## src/sv/spd_pkg.sv

```systemverilog
// shared types, codes and helpers for the snap packet deframer
`default_nettype none

package spd_pkg;

    localparam int SPD_BYTE_W  = 8;
    localparam int SPD_POS_W   = 11;
    localparam int SPD_KIND_W  = 3;
    localparam int SPD_TDATA_W = 40;
    localparam int SPD_TUSER_W = 2;

    // result queue between the classifier and the output stage
    localparam int SPD_QUEUE_DEPTH = 4;
    localparam int SPD_QPTR_W      = 2;

    // byte roles
    localparam logic [2:0] KIND_OUTSIDE = 3'd0;
    localparam logic [2:0] KIND_SYNC    = 3'd1;
    localparam logic [2:0] KIND_HEADER  = 3'd2;
    localparam logic [2:0] KIND_DEST    = 3'd3;
    localparam logic [2:0] KIND_SOURCE  = 3'd4;
    localparam logic [2:0] KIND_FLAGS   = 3'd5;
    localparam logic [2:0] KIND_DATA    = 3'd6;
    localparam logic [2:0] KIND_CHECK   = 3'd7;

    localparam logic [1:0] ERR_NONE     = 2'd0;
    localparam logic [1:0] ERR_OVERRUN  = 2'd1;
    localparam logic [1:0] ERR_FRAMING  = 2'd2;
    localparam logic [1:0] ERR_TOO_LONG = 2'd3;

    localparam logic [1:0] CHK_NONE     = 2'd0;
    localparam logic [1:0] CHK_MATCH    = 2'd1;
    localparam logic [1:0] CHK_MISMATCH = 2'd2;

    localparam logic [1:0] CFG_SYNC_VALUE   = 2'd0;
    localparam logic [1:0] CFG_LENGTH_LIMIT = 2'd1;
    localparam logic [1:0] CFG_CHECK_ENABLE = 2'd2;

    localparam logic [2:0] EDM_SUM8 = 3'd2;

    typedef struct packed {
        logic [7:0]  byte_out;
        logic [10:0] position;
        logic [2:0]  byte_kind;
        logic        packet_last;
        logic [10:0] data_count;
        logic [2:0]  edm_mode;
        logic [1:0]  ack_bits;
        logic [1:0]  check_status;
        logic [1:0]  error_code;
    } spd_result_t;

    typedef struct packed {
        logic full;
        logic empty;
    } spd_qstat_t;

    // data counts 9 to 15 stand for 8 << (n & 7)
    function automatic logic [10:0] expand_count(input logic [3:0] n);
        logic [10:0] r;
        if (n <= 4'd8)
            r = 11'(n);
        else
            r = 11'(8) << n[2:0];
        return r;
    endfunction

    function automatic logic [2:0] check_bytes(input logic [2:0] mode);
        logic [2:0] r;
        case (mode)
            3'd2, 3'd3: r = 3'd1;
            3'd4:       r = 3'd2;
            3'd5:       r = 3'd4;
            default:    r = 3'd0;
        endcase
        return r;
    endfunction

endpackage

`default_nettype wire

```

## src/sv/spd_front.sv

```systemverilog
// classifier: packet state, header decode, byte roles and sum check
`default_nettype none

module spd_front #(
    parameter int COUNT_WIDTH = 11
) (
    input  wire logic                 clk,
    input  wire logic                 rst_n,
    input  wire logic                 cfg_we,
    input  wire logic [1:0]           cfg_index,
    input  wire logic [10:0]          cfg_data,
    input  wire logic                 accept,
    input  wire logic [7:0]           rx_value,
    input  wire logic                 overrun_flag,
    input  wire logic                 framing_flag,
    output spd_pkg::spd_result_t      res
);
    import spd_pkg::*;

    localparam int SW = ((COUNT_WIDTH > SPD_POS_W) ? COUNT_WIDTH : SPD_POS_W) + 1;
    localparam logic PHASE_WAIT   = 1'b0;
    localparam logic PHASE_PACKET = 1'b1;

    logic [7:0]             sync_value_reg;
    logic [10:0]            length_limit_reg;
    logic                   check_enable_reg;

    logic                   phase_reg,    phase_next;
    logic [COUNT_WIDTH-1:0] count_reg,    count_next;
    logic [10:0]            exp_len_reg,  exp_len_next;
    logic [7:0]             first_hdr_reg, first_hdr_next;
    logic [2:0]             mode_reg,     mode_next;
    logic [10:0]            data_len_reg, data_len_next;
    logic [7:0]             sum_reg,      sum_next;

    logic                   start;
    logic                   in_pkt;
    logic                   too_long;
    logic [COUNT_WIDTH-1:0] pos;
    logic [SW-1:0]          pos_w;
    logic [SW-1:0]          pos_inc;
    logic [10:0]            d_end, s_end, f_end, n_end;
    logic [2:0]             kind;

    always_ff @(posedge clk or negedge rst_n)
    begin
        if (!rst_n)
        begin
            sync_value_reg   <= 8'd84;
            length_limit_reg <= 11'd2047;
            check_enable_reg <= 1'b1;
        end
        else if (cfg_we)
        begin
            case (cfg_index)
                CFG_SYNC_VALUE:   sync_value_reg   <= cfg_data[7:0];
                CFG_LENGTH_LIMIT: length_limit_reg <= cfg_data;
                CFG_CHECK_ENABLE: check_enable_reg <= cfg_data[0];
                default:          ;
            endcase
        end
    end

    always_comb
    begin
        phase_next     = phase_reg;
        count_next     = count_reg;
        exp_len_next   = exp_len_reg;
        first_hdr_next = first_hdr_reg;
        mode_next      = mode_reg;
        data_len_next  = data_len_reg;
        sum_next       = sum_reg;

        start    = (phase_reg == PHASE_WAIT) && (rx_value == sync_value_reg);
        pos      = start ? '0 : count_reg;
        pos_w    = SW'(pos);
        pos_inc  = pos_w + SW'(1);
        too_long = (pos_inc > SW'(length_limit_reg)) || (pos == '1);
        in_pkt   = 1'b0;
        kind     = KIND_OUTSIDE;

        d_end = 11'(3) + 11'(first_hdr_reg[7:6]);
        s_end = d_end + 11'(first_hdr_reg[5:4]);
        f_end = s_end + 11'(first_hdr_reg[3:2]);
        n_end = f_end + data_len_reg;

        res              = '0;
        res.byte_out     = rx_value;

        if (overrun_flag || framing_flag)
        begin
            res.error_code = overrun_flag ? ERR_OVERRUN : ERR_FRAMING;
            phase_next     = PHASE_WAIT;
        end
        else if ((phase_reg == PHASE_PACKET) || start)
        begin
            if (too_long)
            begin
                res.error_code = ERR_TOO_LONG;
                phase_next     = PHASE_WAIT;
            end
            else if (start)
            begin
                phase_next     = PHASE_PACKET;
                count_next     = COUNT_WIDTH'(1);
                exp_len_next   = '0;
                first_hdr_next = '0;
                mode_next      = '0;
                data_len_next  = '0;
                sum_next       = '0;
                kind           = KIND_SYNC;
                in_pkt         = 1'b1;
            end
            else
            begin
                in_pkt = 1'b1;
                if (pos_w == SW'(1))
                begin
                    first_hdr_next = rx_value;
                    kind           = KIND_HEADER;
                end
                else if (pos_w == SW'(2))
                begin
                    mode_next     = rx_value[6:4];
                    data_len_next = expand_count(rx_value[3:0]);
                    exp_len_next  = 11'(3) + 11'(first_hdr_reg[7:6])
                                  + 11'(first_hdr_reg[5:4]) + 11'(first_hdr_reg[3:2])
                                  + data_len_next + 11'(check_bytes(rx_value[6:4]));
                    kind          = KIND_HEADER;
                end
                else if (pos_w < SW'(d_end))
                    kind = KIND_DEST;
                else if (pos_w < SW'(s_end))
                    kind = KIND_SOURCE;
                else if (pos_w < SW'(f_end))
                    kind = KIND_FLAGS;
                else if (pos_w < SW'(n_end))
                    kind = KIND_DATA;
                else
                    kind = KIND_CHECK;

                if (kind == KIND_CHECK)
                begin
                    if ((mode_reg == EDM_SUM8) && check_enable_reg)
                        res.check_status = (sum_reg == rx_value) ? CHK_MATCH : CHK_MISMATCH;
                end
                else
                    sum_next = sum_reg + rx_value;

                count_next = pos_inc[COUNT_WIDTH-1:0];
                if ((pos_w >= SW'(2)) && (pos_inc >= SW'(exp_len_next)))
                begin
                    res.packet_last = 1'b1;
                    phase_next      = PHASE_WAIT;
                end
            end
        end

        res.byte_kind = kind;
        if (in_pkt)
        begin
            res.position   = SPD_POS_W'(pos);
            res.data_count = data_len_next;
            res.edm_mode   = mode_next;
            res.ack_bits   = first_hdr_next[1:0];
        end
    end

    always_ff @(posedge clk or negedge rst_n)
    begin
        if (!rst_n)
        begin
            phase_reg     <= PHASE_WAIT;
            count_reg     <= '0;
            exp_len_reg   <= '0;
            first_hdr_reg <= '0;
            mode_reg      <= '0;
            data_len_reg  <= '0;
            sum_reg       <= '0;
        end
        else if (accept)
        begin
            phase_reg     <= phase_next;
            count_reg     <= count_next;
            exp_len_reg   <= exp_len_next;
            first_hdr_reg <= first_hdr_next;
            mode_reg      <= mode_next;
            data_len_reg  <= data_len_next;
            sum_reg       <= sum_next;
        end
    end

endmodule

`default_nettype wire

```

## src/sv/spd_queue.sv

```systemverilog
// short result queue between classifier and output stage
`default_nettype none

module spd_queue (
    input  wire logic                 clk,
    input  wire logic                 rst_n,
    input  wire logic                 push,
    input  wire spd_pkg::spd_result_t push_data,
    input  wire logic                 pop,
    output spd_pkg::spd_result_t      pop_data,
    output spd_pkg::spd_qstat_t       stat
);
    import spd_pkg::*;

    spd_result_t             mem_reg [SPD_QUEUE_DEPTH];
    logic [SPD_QPTR_W-1:0]   wr_ptr_reg, wr_ptr_next;
    logic [SPD_QPTR_W-1:0]   rd_ptr_reg, rd_ptr_next;
    logic [SPD_QPTR_W:0]     count_reg,  count_next;

    always_comb
    begin
        wr_ptr_next = push ? wr_ptr_reg + SPD_QPTR_W'(1) : wr_ptr_reg;
        rd_ptr_next = pop  ? rd_ptr_reg + SPD_QPTR_W'(1) : rd_ptr_reg;
        count_next  = count_reg;
        if (push && !pop)
            count_next = count_reg + (SPD_QPTR_W+1)'(1);
        else if (pop && !push)
            count_next = count_reg - (SPD_QPTR_W+1)'(1);
    end

    assign stat.full  = (count_reg == (SPD_QPTR_W+1)'(SPD_QUEUE_DEPTH));
    assign stat.empty = (count_reg == '0);
    assign pop_data   = mem_reg[rd_ptr_reg];

    always_ff @(posedge clk)
    begin
        if (push)
            mem_reg[wr_ptr_reg] <= push_data;
    end

    always_ff @(posedge clk or negedge rst_n)
    begin
        if (!rst_n)
        begin
            wr_ptr_reg <= '0;
            rd_ptr_reg <= '0;
            count_reg  <= '0;
        end
        else
        begin
            wr_ptr_reg <= wr_ptr_next;
            rd_ptr_reg <= rd_ptr_next;
            count_reg  <= count_next;
        end
    end

endmodule

`default_nettype wire

```

## src/sv/spd_back.sv

```systemverilog
// output stage: registered result, packed onto the master stream
`default_nettype none

module spd_back (
    input  wire logic                          clk,
    input  wire logic                          rst_n,
    input  wire spd_pkg::spd_result_t          q_data,
    input  wire spd_pkg::spd_qstat_t           q_stat,
    output logic                               pop,
    output logic                               m_tvalid,
    input  wire logic                          m_tready,
    output logic [spd_pkg::SPD_TDATA_W-1:0]    m_tdata,
    output logic [spd_pkg::SPD_KIND_W-1:0]     m_tuser,
    output logic                               m_tlast
);
    import spd_pkg::*;

    logic         valid_reg;
    spd_result_t  item_reg;

    assign pop = !q_stat.empty && (!valid_reg || m_tready);

    always_ff @(posedge clk or negedge rst_n)
    begin
        if (!rst_n)
            valid_reg <= 1'b0;
        else if (!valid_reg || m_tready)
            valid_reg <= !q_stat.empty;
    end

    always_ff @(posedge clk)
    begin
        if (pop)
            item_reg <= q_data;
    end

    assign m_tvalid = valid_reg;
    assign m_tdata  = {1'b0, item_reg.error_code, item_reg.check_status, item_reg.ack_bits,
                       item_reg.edm_mode, item_reg.data_count, item_reg.position,
                       item_reg.byte_out};
    assign m_tuser  = item_reg.byte_kind;
    assign m_tlast  = item_reg.packet_last;

endmodule

`default_nettype wire

```

## src/sv/snap_packet_deframer_core.sv

```systemverilog
// snap packet deframer top level: classifier, result queue and output stage
// an accepted item passes through the result queue and the output register before it shows on m_tvalid
// throughput: one byte per cycle while the result queue is not full; the four-entry queue rides out output stalls
// s_tready drops only while the result queue is full
// reset (rst_n low, asynchronous): waiting for sync, counters and header fields zero,
// registers back to sync 84, limit 2047, check on, queue and output stage empty
`default_nettype none

module snap_packet_deframer_core #(
    parameter int COUNT_WIDTH = 11
) (
    input  wire logic                          clk,
    input  wire logic                          rst_n,
    input  wire logic                          cfg_valid,
    output logic                               cfg_ready,
    input  wire logic [1:0]                    cfg_index,
    input  wire logic [10:0]                   cfg_data,
    input  wire logic                          s_tvalid,
    output logic                               s_tready,
    input  wire logic [7:0]                    s_tdata,   // rx_value
    input  wire logic [spd_pkg::SPD_TUSER_W-1:0] s_tuser, // overrun_flag, framing_flag
    output logic                               m_tvalid,
    input  wire logic                          m_tready,
    // byte_out, position, data_count, edm_mode, ack_bits, check_status, error_code, pad
    output logic [spd_pkg::SPD_TDATA_W-1:0]    m_tdata,
    output logic [spd_pkg::SPD_KIND_W-1:0]     m_tuser,   // byte_kind
    output logic                               m_tlast
);
    import spd_pkg::*;

    spd_result_t  front_res;
    spd_result_t  q_data;
    spd_qstat_t   q_stat;
    logic         accept;
    logic         pop;

    assign cfg_ready = 1'b1;
    assign s_tready  = !q_stat.full;
    assign accept    = s_tvalid && s_tready;

    spd_front #(
        .COUNT_WIDTH (COUNT_WIDTH)
    ) u_front (
        .clk          (clk),
        .rst_n        (rst_n),
        .cfg_we       (cfg_valid),
        .cfg_index    (cfg_index),
        .cfg_data     (cfg_data),
        .accept       (accept),
        .rx_value     (s_tdata),
        .overrun_flag (s_tuser[0]),
        .framing_flag (s_tuser[1]),
        .res          (front_res)
    );

    spd_queue u_queue (
        .clk       (clk),
        .rst_n     (rst_n),
        .push      (accept),
        .push_data (front_res),
        .pop       (pop),
        .pop_data  (q_data),
        .stat      (q_stat)
    );

    spd_back u_back (
        .clk      (clk),
        .rst_n    (rst_n),
        .q_data   (q_data),
        .q_stat   (q_stat),
        .pop      (pop),
        .m_tvalid (m_tvalid),
        .m_tready (m_tready),
        .m_tdata  (m_tdata),
        .m_tuser  (m_tuser),
        .m_tlast  (m_tlast)
    );

`ifndef SYNTH
    // a completed packet ends on a clean byte past the sync
    a_last_clean: assert property (@(posedge clk) disable iff (!rst_n)
        (m_tvalid && m_tlast) |-> (m_tdata[38:37] == ERR_NONE
            && m_tuser != KIND_OUTSIDE && m_tuser != KIND_SYNC))
        else $error("packet end flagged on an aborted or outside item");

    // an aborted byte is reported as outside with no packet fields
    a_error_outside: assert property (@(posedge clk) disable iff (!rst_n)
        (m_tvalid && m_tdata[38:37] != ERR_NONE) |-> (m_tuser == KIND_OUTSIDE
            && m_tdata[18:8] == 11'd0 && !m_tlast))
        else $error("error item carries packet role or position");

    // only the check byte of a sum-checked packet carries a check result
    a_check_role: assert property (@(posedge clk) disable iff (!rst_n)
        (m_tvalid && m_tdata[36:35] != CHK_NONE) |-> (m_tuser == KIND_CHECK
            && m_tdata[32:30] == EDM_SUM8))
        else $error("check status on a byte that is not a mode 2 check byte");
`endif

endmodule

`default_nettype wire
```

## config.mk

```make
export PLATFORM = sky130hd
export DESIGN_NAME = snap_packet_deframer_core
export DESIGN_NICKNAME = d
export VERILOG_FILES = /design/src/sv/spd_pkg.sv /design/src/sv/spd_front.sv /design/src/sv/spd_queue.sv /design/src/sv/spd_back.sv /design/src/sv/snap_packet_deframer_core.sv
export SDC_FILE = /design/constraint.sdc
export NUM_CORES = 1
export LEC_CHECK = 0
export ABC_AREA = 1
export ABC_CLOCK_PERIOD_IN_PS = 13550
export BUFFER_PORTS_ARGS = -buffer_cell sky130_fd_sc_hd__buf_2
export CORE_MARGIN = 5
export CORE_UTILIZATION = 65
export CTS_CLUSTER_DIAMETER = 120
export DETAILED_ROUTE_END_ITERATION = 10
export GPL_TIMING_DRIVEN = 0
export MAX_ROUTING_LAYER = met4
export PLACE_DENSITY = 0.91
export SYNTH_ARGS = -nofsm -noshare
export SYNTH_HDL_FRONTEND = slang
export SYNTH_HIERARCHICAL = 1
export SYNTH_SLANG_ARGS = --single-unit
```

## constraint.sdc

```tcl
create_clock -name clk -period 13.55 [get_ports clk]
set_input_delay 2.0325 -clock clk [delete_from_list [all_inputs] [get_ports clk]]
set_output_delay 2.0325 -clock clk [all_outputs]
set_load 0.03 [all_outputs]
```

==> metrics.cfg, run 1 <==
[place]
numPlacedInstances = 1912
globalplace.congestion = 0.975
detailed_place_hpwl_um = 26200
dpl_worst_slack_ps = 6530
port_buffers = 72

[worst_setup_path]
worst-r2r-cell-count = 28
reg2reg_slack_ps = 7810
crit_slowest_cell = clkbuf_1
critical_path.top_delay_family = simple AND/OR/NAND/NOR gates
timing.critical_path.from_type = input port
worst_path_most_repeated_cell = nand2_1
worst_setup_path_end_kind = flip-flop
cpPeakStageDelay_ps = 420
worst_r2r_startpoint = u_front/first_hdr_reg[6]
r2r-end = u_queue/mem_reg[2][3]
worst-path-buf-inv = 8
worstPathArrival_ps = 7050
critPathKind = in2reg
path_max_fanout = 10
data_required_time_at_the_worst_endpoint_ps = 13830

[outcome]
run_status = complete, no violations

[logic_synthesis]
syn_avg_cell_area_um2 = 9.92
synth-warning-count = 6
synth_nets = 1631
fraction_of_synthesis_flops_using_an_asynchronous_set_or_reset_pin_pct = 27.4
synth-edff-count = 215
synthFlopType = edfxtp_1
netlist_instances = 1521
ys_seq_elements = 296
synth.lib_cells_used.distinct = 48
synth_sequential_area_ratio_pct = 56.3
post_synth_instance_area_um2 = 15100

[detailed_routing]
drt_wirelength_um = 38300
remaining_drc_errors = 0
dr.first_iter.drc_count = 1278
antenna_nets_post_route = 0
number_of_vias_per_cell = 5.83
drtPass1Iterations = 6
vias = 11500
detail_route.wl_per_cell_um = 19.5

[finish]
final_layout_size_suffix_gt1_share_pct = 15.6
flip_flop_count_of_the_largest_register_all_copies_and_words_added = 172
non_filler_instances = 1965
layout_common_cells = nand2_1 (389), inv_1 (234), edfxtp_1 (215)
synthesis_to_finish_area_growth_pct = 12.5
nFillCells = 1442
insertedDiodeCount = 0
nNetsFinal = 1740
final_common_cell = nand2_1

[clock_tree]
tritoncts_num_sinks = 296
post-cts-setup-buffers = 0
cts_root_buffer = clkbuf_16
htree_num_levels = 1
cts_tree = built
cts.path.max_buffers = 3
ctsResizeCount = 0
cts.clk_slew.worst_paths_ps = 60
ctsHoldBuffers = 0
worst_skew_pair.late_latency_ps = 540
cts_inserted_buffers = 29

[timing]
totalNegativeSetupSlack_ps = 0
final-hold-violation-count = 0
maxClockFrequency_mhz = 148
fin_worst_setup_slack_ps = 6790
setup-violations-final = 0
worstMarginPinSlew_ps = 847
slew_headroom_pct = 43.0
final.period_utilization_pct = 49.9
layout_min_cycle_time_ps = 6760
final-max-slew-violation-count = 0
final.setup_skew_ps = 12.5
rsz_0062_raised_after_global_routing = false

[die]
design.portCount = 75
fp.dieH_um = 162
floorplan.die_area_um2 = 26400
dieWidth_um = 162
std_cell_rows = 55
start_util_pct = 66.3
core_region_area_um2 = 22800

[worst_hold_path]
holdCritPathClass = reg2reg
hold_depth = 2
whs_endpoint = u_front/sum_reg[4]
hp-start = u_front/sum_reg[4]

[run]
drv.max_cap_violation_count = 0

[global_routing]
grt_max_degree = 64
antenna_found_initial = 0
grt_pass1_vias = 11600
wire_length_of_the_first_global_routing_pass_um = 60300
grt-ovfl-total = 0
grt_usage_pct = 30.0

[power_and_ir_drop]
power_leakage_nw = 7.76
vdd_ir_drop_max_v = 0.000142
total_power_mw = 3.27
p_per_area_nw_per_um2 = 192

Yosys cell counts, drive strengths merged (3+ instances only):
master  count  area share [%]
buf        58             2.6
clkbuf      7            0.17
nor2       92             2.5
fa          9             1.2
edfxtp    215              43
a211oi      3            0.18
o21ai      94             3.5
o211ai     92             4.6
a21oi      37             1.3
nand4       7            0.43
xor2       20             1.2
nand3      54             2.1
or2         5            0.21
dfstp      15             2.6
dfrtp      66              11
nor4        4            0.17
nor3        8            0.27
inv       246             6.2
nand2     398              10
ha         73             6.1
xnor2       9            0.52
area by class of cell:
type | count | area (um2) | share of cell area [%]
flip-flops and latches | 296 | 8500 | 50.1
repair buffers | 78 | 490 | 2.89
plain buffers | 65 | 423 | 2.49
inverters | 246 | 931 | 5.48
multi-input cells | 914 | 5240 | 30.9
clock buffers | 34 | 785 | 4.62
well taps | 313 | 392 | 2.31
clock inverters | 19 | 206 | 1.22
how the worst max path moves through the flow:
| stage | from | end | slack [ps] | cells after the start |
|---|---|---|---|---|
| floorplan | s_tdata[1] | u_front/phase_reg | 7950 | 30 |
| global placement | s_tdata[1] | u_queue/mem_reg[2][7] | 6590 | 31 |
| detailed placement | s_tdata[1] | u_queue/mem_reg[3][7] | 6530 | 31 |
| CTS | s_tdata[1] | u_queue/mem_reg[0][7] | 6990 | 31 |
| global route | s_tdata[1] | u_queue/mem_reg[1][8] | 6520 | 31 |
| finish | s_tdata[1] | u_queue/mem_reg[0][7] | 6790 | 31 |
worst register-to-register path: cells and delay by family, from the launching register on:
family,cells,cell delay (ps)
AO/OA/AOI/OAI,5,880
XOR/XNOR,2,440
adder cells (fa/ha/maj),5,1720
buffers and inverters,4,420
flip-flops,1,370
AND/OR/NAND/NOR,12,1710
layer usage:
layer | part of all wire, % | up-vias | GRT usage [%]
li1 | - | 5228 | -
met1 | 38 | 5445 | 37.1
met2 | 50 | 664 | 50.6
met3 | 8.5 | 113 | 4.28
met4 | 3.9 | 0 | 11.4
met5 | 0 | - | -
through the flow:
stage          utilization (%)  hold WS [ps]  cell area, um2
6_report                  74.5           482           17000
5_1_grt                   74.5           506           17000
4_1_cts                   74.5           481           17000
3_5_place_dp              70.2           466           16000
3_3_place_gp              69.6           458           15800
2_1_floorplan                -           446           15100
report_power, final:
| group | total, mW | switching [mW] | internal (mW) |
|---|---|---|---|
| registers | 1.31 | 0.0743 | 1.23 |
| clock network | 0.826 | 0.337 | 0.489 |
| logic | 1.13 | 0.801 | 0.331 |
logic make-up after synthesis:
group / Yosys count / share of synthesized area [%]
xor+xnor: 29 / 1.68
other cells: 2 / 0.0498
compound gates: 230 / 9.79
fa+ha+maj: 82 / 7.25
simple gates: 571 / 15.9
buf+inv: 311 / 8.97
flops: 296 / 56.3
Note: power is estimated with default switching activity, not from simulation.
==> inputs of run 2 (changes only) <==
--- a/config.mk
+++ b/config.mk
@@ -6,15 +6,15 @@
 export NUM_CORES = 1
 export LEC_CHECK = 0
 export ABC_AREA = 1
-export ABC_CLOCK_PERIOD_IN_PS = 13550
+export ABC_CLOCK_PERIOD_IN_PS = 6600
 export BUFFER_PORTS_ARGS = -buffer_cell sky130_fd_sc_hd__buf_2
 export CORE_MARGIN = 5
-export CORE_UTILIZATION = 65
+export CORE_UTILIZATION = 62
 export CTS_CLUSTER_DIAMETER = 120
 export DETAILED_ROUTE_END_ITERATION = 10
 export GPL_TIMING_DRIVEN = 0
 export MAX_ROUTING_LAYER = met4
-export PLACE_DENSITY = 0.91
+export PLACE_DENSITY = 0.87
 export SYNTH_ARGS = -nofsm -noshare
 export SYNTH_HDL_FRONTEND = slang
 export SYNTH_HIERARCHICAL = 1
==> constraint.sdc (replaced) <==
create_clock -name clk -period 6.6 [get_ports clk]
set_input_delay 0.99 -clock clk [delete_from_list [all_inputs] [get_ports clk]]
set_output_delay 0.99 -clock clk [all_outputs]
set_load 0.03 [all_outputs]
==> metrics.cfg, run 2 (synthesis results as in run 1) <==
[detailed_routing]
detail_route.wl_per_cell_um = 18.4  ; was 19.5 um
dr.first_iter.drc_count = 1223  ; was 1278
number_of_vias_per_cell = 5.64  ; was 5.83
drt_wirelength_um = 36300  ; was 38300 um
met2RoutedLength_um = 17300  ; was 19100 um
detailroute.wirelength.met3_um = 3390  ; was 3250 um
remaining_drc_errors = 0  ; unchanged
top_signal_layer_used = met4  ; unchanged
met1Wirelength_um = 14000  ; was 14500 um
antenna_nets_post_route = 0  ; unchanged
drtPass1Iterations = 8  ; was 6
vias = 11100  ; was 11500

[place]
port_buffers = 72  ; unchanged
globalplace.congestion = 0.957  ; was 0.975
post_dp_cell_area_um2 = 16000  ; about the same
numPlacedInstances = 1923  ; was 1912
detailed_place_hpwl_um = 25500  ; was 26200 um

[clock_tree]
cts.clk_slew.worst_paths_ps = 60  ; about the same
cts_tree = built  ; unchanged
worst_skew_pair.late_latency_ps = 550  ; was 540 ps
ctsHoldBuffers = 0  ; unchanged
ctsResizeCount = 0  ; unchanged
htree_num_levels = 1  ; unchanged
cts_root_buffer = clkbuf_16  ; unchanged
tritoncts_num_sinks = 296  ; unchanged
cts_inserted_buffers = 29  ; unchanged
post-cts-setup-buffers = 0  ; unchanged
cts.path.max_buffers = 3  ; unchanged

[finish]
final_common_cell = nand2_1  ; unchanged
finalInstanceArea_um2 = 17000  ; about the same
nFillCells = 1635  ; was 1442
flip_flop_count_of_the_largest_register_all_copies_and_words_added = 172  ; unchanged
final_layout_size_suffix_gt1_share_pct = 15.7  ; was 15.6%
layout_common_cells = nand2_1 (389), inv_1 (234), edfxtp_1 (215)  ; unchanged
insertedDiodeCount = 0  ; unchanged
non_filler_instances = 1976  ; was 1965
nNetsFinal = 1740  ; unchanged
synthesis_to_finish_area_growth_pct = 12.9  ; was 12.5%

[timing]
final-max-slew-violation-count = 0  ; unchanged
final.period_utilization_pct = 86.6
slew_headroom_pct = 43.4  ; was 43.0%
worstMarginPinSlew_ps = 841  ; was 847 ps
maxClockFrequency_mhz = 175
totalNegativeSetupSlack_ps = 0  ; unchanged
final-hold-violation-count = 0  ; unchanged
final.setup_skew_ps = 12.3  ; was 12.5 ps
setup-violations-final = 0  ; unchanged
layout_min_cycle_time_ps = 5720
fin_worst_hold_slack_ps = 383  ; was 482 ps
rsz_0062_raised_after_global_routing = false  ; unchanged

[worst_setup_path]
data_required_time_at_the_worst_endpoint_ps = 6890  ; was 13830 ps
reg2reg_slack_ps = 1020  ; was 7810 ps
critPathKind = in2reg  ; unchanged
cpPeakStageDelay_ps = 410  ; was 420 ps
timing.critical_path.from_type = input port  ; unchanged
worst_setup_path_end_kind = flip-flop  ; unchanged
worst-r2r-cell-count = 30  ; was 28
crit_slowest_cell = clkbuf_1  ; unchanged
worst_path_most_repeated_cell = nand2_1  ; unchanged
worstPathArrival_ps = 6000  ; was 7050 ps
path_max_fanout = 10  ; unchanged
worst_r2r_startpoint = u_front/first_hdr_reg[6]  ; unchanged
r2r-end = u_front/phase_reg  ; was u_queue/mem_reg[2][3]

[global_routing]
grt_max_degree = 55  ; was 64
wire_length_of_the_first_global_routing_pass_um = 57700  ; was 60300 um
antenna_found_initial = 0  ; unchanged
grt_usage_pct = 26.9  ; was 30.0%
grt_pass1_vias = 11000  ; was 11600
grt-ovfl-total = 0  ; unchanged

[run]
drv.max_cap_violation_count = 0  ; unchanged

[die]
design.portCount = 75  ; unchanged
fp.dieH_um = 166  ; was 162 um
floorplan.die_area_um2 = 27600  ; was 26400 um2
dieWidth_um = 166  ; was 162 um
std_cell_rows = 57  ; was 55
core_region_area_um2 = 24200  ; was 22800 um2
start_util_pct = 62.4  ; was 66.3%

[power_and_ir_drop]
p_per_area_nw_per_um2 = 393  ; was 192 nW/um2
vdd_ir_drop_max_v = 0.000250  ; was 0.000142 V
power_leakage_nw = 7.78  ; was 7.76 nW

[outcome]
run_status = complete, no violations  ; unchanged

[worst_hold_path]
holdCritPathClass = in2async  ; was reg2reg

==> run 2: worst max path at each step <==
stage | from | to | slack [ps] | depth (start not counted)
after CTS | s_tdata[5] | u_queue/mem_reg[3][7] | 1040 | 30
final | s_tdata[1] | u_queue/mem_reg[1][7] | 880 | 31
after global routing | s_tdata[1] | u_queue/mem_reg[3][7] | 470 | 31
after floorplan | u_front/first_hdr_reg[6] | u_front/phase_reg | 1760 | 29
after global placement | s_tdata[5] | u_queue/mem_reg[3][7] | 570 | 30
after detailed placement | s_tdata[5] | u_queue/mem_reg[2][7] | 490 | 30
==> run 2: power by group <==
part | internal [mW] | total (mW) | switching (mW) | leakage, nW
sequential | 2.53 | 2.67 | 0.143 | 3.10
combinational | 0.674 | 2.24 | 1.56 | 4.17
clock | 1.09 | 1.79 | 0.703 | 0.509
==> run 2: layer usage <==
| layer | GRT usage (%) | vias up |
|---|---|---|
| met4 | 10.9 | 0 |
| li1 | - | 5218 |
| met1 | 33.3 | 5275 |
| met2 | 43.6 | 542 |
| met5 | - | - |
| met3 | 5.57 | 106 |
==> run 2: per-stage QoR <==
step                total power, mW  util, %  worst slack (ps)
floorplan                      4.22        -              1760
global placement               4.79     65.6               566
detailed placement             4.91     66.2               486
CTS                            6.71     70.5              1040
global route                   7.06     70.5               471
finish                         6.70     70.5               885
==> run 2: layout make-up <==
cell class	count	area, um2	share of cell area (%)
Clock inverter	16	246	1.45
Timing Repair Buffer	78	490	2.88
Sequential cell	296	8500	49.9
Multi-Input combinational cell	914	5240	30.8
Tap cell	324	405	2.38
Inverter	246	931	5.46
Clock buffer	37	796	4.67
Buffer	65	423	2.48
==> run 2: critical path: cells and delay by family <==
family	cells	cell delay, ps
buf+inv	8	1760
fa+ha+maj	2	550
simple gates	19	2240
compound gates	2	450
==> inputs of run 3 (changes only) <==
--- a/config.mk
+++ b/config.mk
@@ -14,8 +14,7 @@
 export DETAILED_ROUTE_END_ITERATION = 10
 export GPL_TIMING_DRIVEN = 0
 export MAX_ROUTING_LAYER = met4
-export PLACE_DENSITY = 0.87
+export PLACE_DENSITY = 0.88
 export SYNTH_ARGS = -nofsm -noshare
 export SYNTH_HDL_FRONTEND = slang
-export SYNTH_HIERARCHICAL = 1
 export SYNTH_SLANG_ARGS = --single-unit
==> metrics.cfg, run 3 <==
[outcome]
run_status = complete, no violations  ; unchanged

[logic_synthesis]
yosysMostFrequentCell = nand2_1  ; unchanged
synth-edff-count = 215  ; unchanged
synth_top_area_cell = edfxtp_1  ; unchanged
synth_sequential_area_ratio_pct = 58.7  ; was 56.3%
synth-warning-count = 0  ; was 6
area_share_of_the_largest_cell_type_after_synthesis_pct = 44.5  ; was 42.8%
netlist_instances = 1428  ; was 1521
synthTopCellsByArea = edfxtp_1 (45%), dfrtp_1 (11%), nand2_1 (6.7%)  ; was edfxtp_1 (43%), dfrtp_1 (11%), nand2_1 (9.7%)
synth.lib_cells_used.distinct = 47  ; was 48
ys_seq_elements = 296  ; unchanged
synth_nets = 1538  ; was 1631
synthFlopType = edfxtp_1  ; unchanged
synth_commonest_cells = nand2_1 (258), edfxtp_1 (215), inv_1 (155)  ; was nand2_1 (389), inv_1 (238), edfxtp_1 (215)
syn_avg_cell_area_um2 = 10.1  ; was 9.92 um2
fraction_of_synthesis_flops_using_an_asynchronous_set_or_reset_pin_pct = 27.4  ; unchanged
post_synth_instance_area_um2 = 14500  ; was 15100 um2

[clock_tree]
htree_num_levels = 1  ; unchanged
ctsHoldBuffers = 0  ; unchanged
cts_tree = built  ; unchanged
worst_skew_pair.late_latency_ps = 550  ; about the same
ctsResizeCount = 0  ; unchanged
post-cts-setup-buffers = 0  ; unchanged
cts_root_buffer = clkbuf_16  ; unchanged
cts_inserted_buffers = 29  ; unchanged
tritoncts_num_sinks = 296  ; unchanged
cts.clk_slew.worst_paths_ps = 70  ; was 60 ps
cts.path.max_buffers = 3  ; unchanged

[power_and_ir_drop]
p_sw_mw = 2.12  ; was 2.41 mW
clkPwrFrac_pct = 28.8  ; was 26.7%
vdd_ir_drop_max_v = 0.000245  ; was 0.000250 V
p_per_area_nw_per_um2 = 370  ; was 393 nW/um2
comb_power_share_pct = 28.3  ; was 33.4%
p_int_mw = 3.95  ; was 4.29 mW
power.share.switching_pct = 34.9  ; was 36.0%
power_leakage_nw = 7.16  ; was 7.78 nW
power.share.sequential_pct = 43.0  ; was 39.9%

[worst_setup_path]
timing.critical_path.from_type = flip-flop  ; was input port
crit_slowest_cell = fa_1  ; was clkbuf_1
worst-path-buf-inv = 7  ; was 8
data_required_time_at_the_worst_endpoint_ps = 6880  ; was 6890 ps
worst_setup_path_end_kind = flip-flop  ; unchanged
critical_path.top_delay_family = adder cells  ; was simple AND/OR/NAND/NOR gates
reg2reg_slack_ps = 660  ; was 1020 ps
worst_path_most_repeated_cell = nand2_1  ; unchanged
critPathKind = reg2reg  ; was in2reg
worstPathArrival_ps = 6220  ; was 6000 ps
cpPeakStageDelay_ps = 550  ; was 410 ps
path_max_fanout = 4  ; was 10

[finish]
flip_flop_count_of_the_largest_register_all_copies_and_words_added = 172  ; unchanged
synthesis_to_finish_area_growth_pct = 13.3  ; was 12.9%
insertedDiodeCount = 0  ; unchanged
area_of_combinational_cells_with_multiple_inputs_um2 = 5170  ; was 5240 um2
final_layout_size_suffix_gt1_share_pct = 12.8  ; was 15.7%
sequential_cell_area_um2 = 8500  ; unchanged
final_common_cell = nand2_1  ; unchanged
postLayoutCoreUtil_pct = 70.6  ; was 70.5%
layout_common_cells = nand2_1 (258), edfxtp_1 (215), inv_1 (155)  ; was nand2_1 (389), inv_1 (234), edfxtp_1 (215)
nNetsFinal = 1647  ; was 1740
nFillCells = 1619  ; was 1635

[place]
globalplace.congestion = 0.991  ; was 0.957
port_buffers = 72  ; unchanged
detailed_place_hpwl_um = 24900  ; was 25500 um

[detailed_routing]
drtPass1Iterations = 8  ; unchanged
vias = 11000  ; was 11100
dr.first_iter.drc_count = 1187  ; was 1223
remaining_drc_errors = 0  ; unchanged
number_of_vias_per_cell = 5.85  ; was 5.64
drt_wirelength_um = 36300  ; about the same
antenna_nets_post_route = 0  ; unchanged
detail_route.wl_per_cell_um = 19.3  ; was 18.4 um

[die]
dieWidth_um = 163  ; was 166 um
floorplan.die_area_um2 = 26500  ; was 27600 um2
core_region_area_um2 = 23300  ; was 24200 um2
design.portCount = 75  ; unchanged
start_util_pct = 62.3  ; was 62.4%
fp.dieH_um = 163  ; was 166 um
std_cell_rows = 56  ; was 57

[run]
drv.max_cap_violation_count = 0  ; unchanged

[timing]
totalNegativeSetupSlack_ps = 0  ; unchanged
worstMarginPinSlew_ps = 791  ; was 841 ps
fin_worst_hold_slack_ps = 409  ; was 383 ps
setup-violations-final = 0  ; unchanged
final.period_utilization_pct = 90.0  ; was 86.6%
rsz_0062_raised_after_global_routing = false  ; unchanged
layout_min_cycle_time_ps = 5940  ; was 5720 ps
final-max-slew-violation-count = 0  ; unchanged
final-hold-violation-count = 0  ; unchanged
slew_headroom_pct = 47.3  ; was 43.4%
final.setup_skew_ps = 14.7  ; was 12.3 ps
maxClockFrequency_mhz = 168  ; was 175 MHz

[global_routing]
antenna_found_initial = 0  ; unchanged
wire_length_of_the_first_global_routing_pass_um = 57100  ; was 57700 um
grt_pass1_vias = 10900  ; was 11000
grt_max_degree = 49  ; was 55
grt-ovfl-total = 0  ; unchanged
grt_usage_pct = 28.3  ; was 26.9%

[worst_hold_path]
holdCritPathClass = in2async  ; unchanged

run 3: cell families after synthesis:
group,after synthesis,synth area share (%)
other,2,0.0518
multiplexers,1,0.0691
AND/OR/NAND/NOR,533,15.8
XOR/XNOR,32,1.93
buffers and inverters,217,6.00
adder cells (fa/ha/maj),82,7.54
flip-flops,296,58.7
AO/OA/AOI/OAI,265,9.89
run 3: final timing paths:
| kind | cells after the start | end | start |
|---|---|---|---|
| max reg2reg | 29 | u_queue.mem_reg[3][20] | u_front.first_hdr_reg[6] |
| min in group clk | 2 | u_front.first_hdr_reg[7] | u_front.first_hdr_reg[7] |
| max in group asynchronous | 2 | u_front.length_limit_reg[2] | rst_n |
| max | 29 | u_queue.mem_reg[3][20] | u_front.first_hdr_reg[6] |
| min reg2reg | 2 | u_front.first_hdr_reg[7] | u_front.first_hdr_reg[7] |
| min | 1 | u_front.first_hdr_reg[3] | rst_n |
run 3: layer usage:
metal  GRT usage, %  wire, um  part of all wire [%]
met4           9.84      1240                   3.4
met3           5.14      3460                   9.5
met1           35.3     13700                    38
met5              -         0                     0
met2           47.1     17900                    49
run 3: through the flow:
stage / instance area (um2) / cells / total power, mW / worst slack [ps]
2_1_floorplan: 14500 / 1428 / 3.73 / 1550
3_3_place_gp: 15300 / 1819 / 4.20 / 818
3_5_place_dp: 15400 / 1825 / 4.32 / 718
4_1_cts: 16400 / 1878 / 6.06 / 742
5_1_grt: 16400 / 1878 / 6.32 / 251
6_report: 16400 / 1878 / 6.07 / 662
run 3: cell type report:
cell class / count / area share (%)
well taps: 319 / 2.43
inverters: 165 / 3.77
flip-flops and latches: 296 / 51.8
repair buffers: 78 / 2.99
clock inverters: 20 / 1.45
multi-input cells: 915 / 31.5
plain buffers: 52 / 1.52
clock buffers: 33 / 4.63
run 3: power groups by stage:
stage | clock [mW] | sequential (mW) | combinational (mW)
finish | 1.75 | 2.61 | 1.71
global route | 1.84 | 2.63 | 1.85
CTS | 1.75 | 2.61 | 1.71
detailed placement | 0 | 2.64 | 1.68
global placement | 0 | 2.66 | 1.55
floorplan | 0 | 2.94 | 0.791
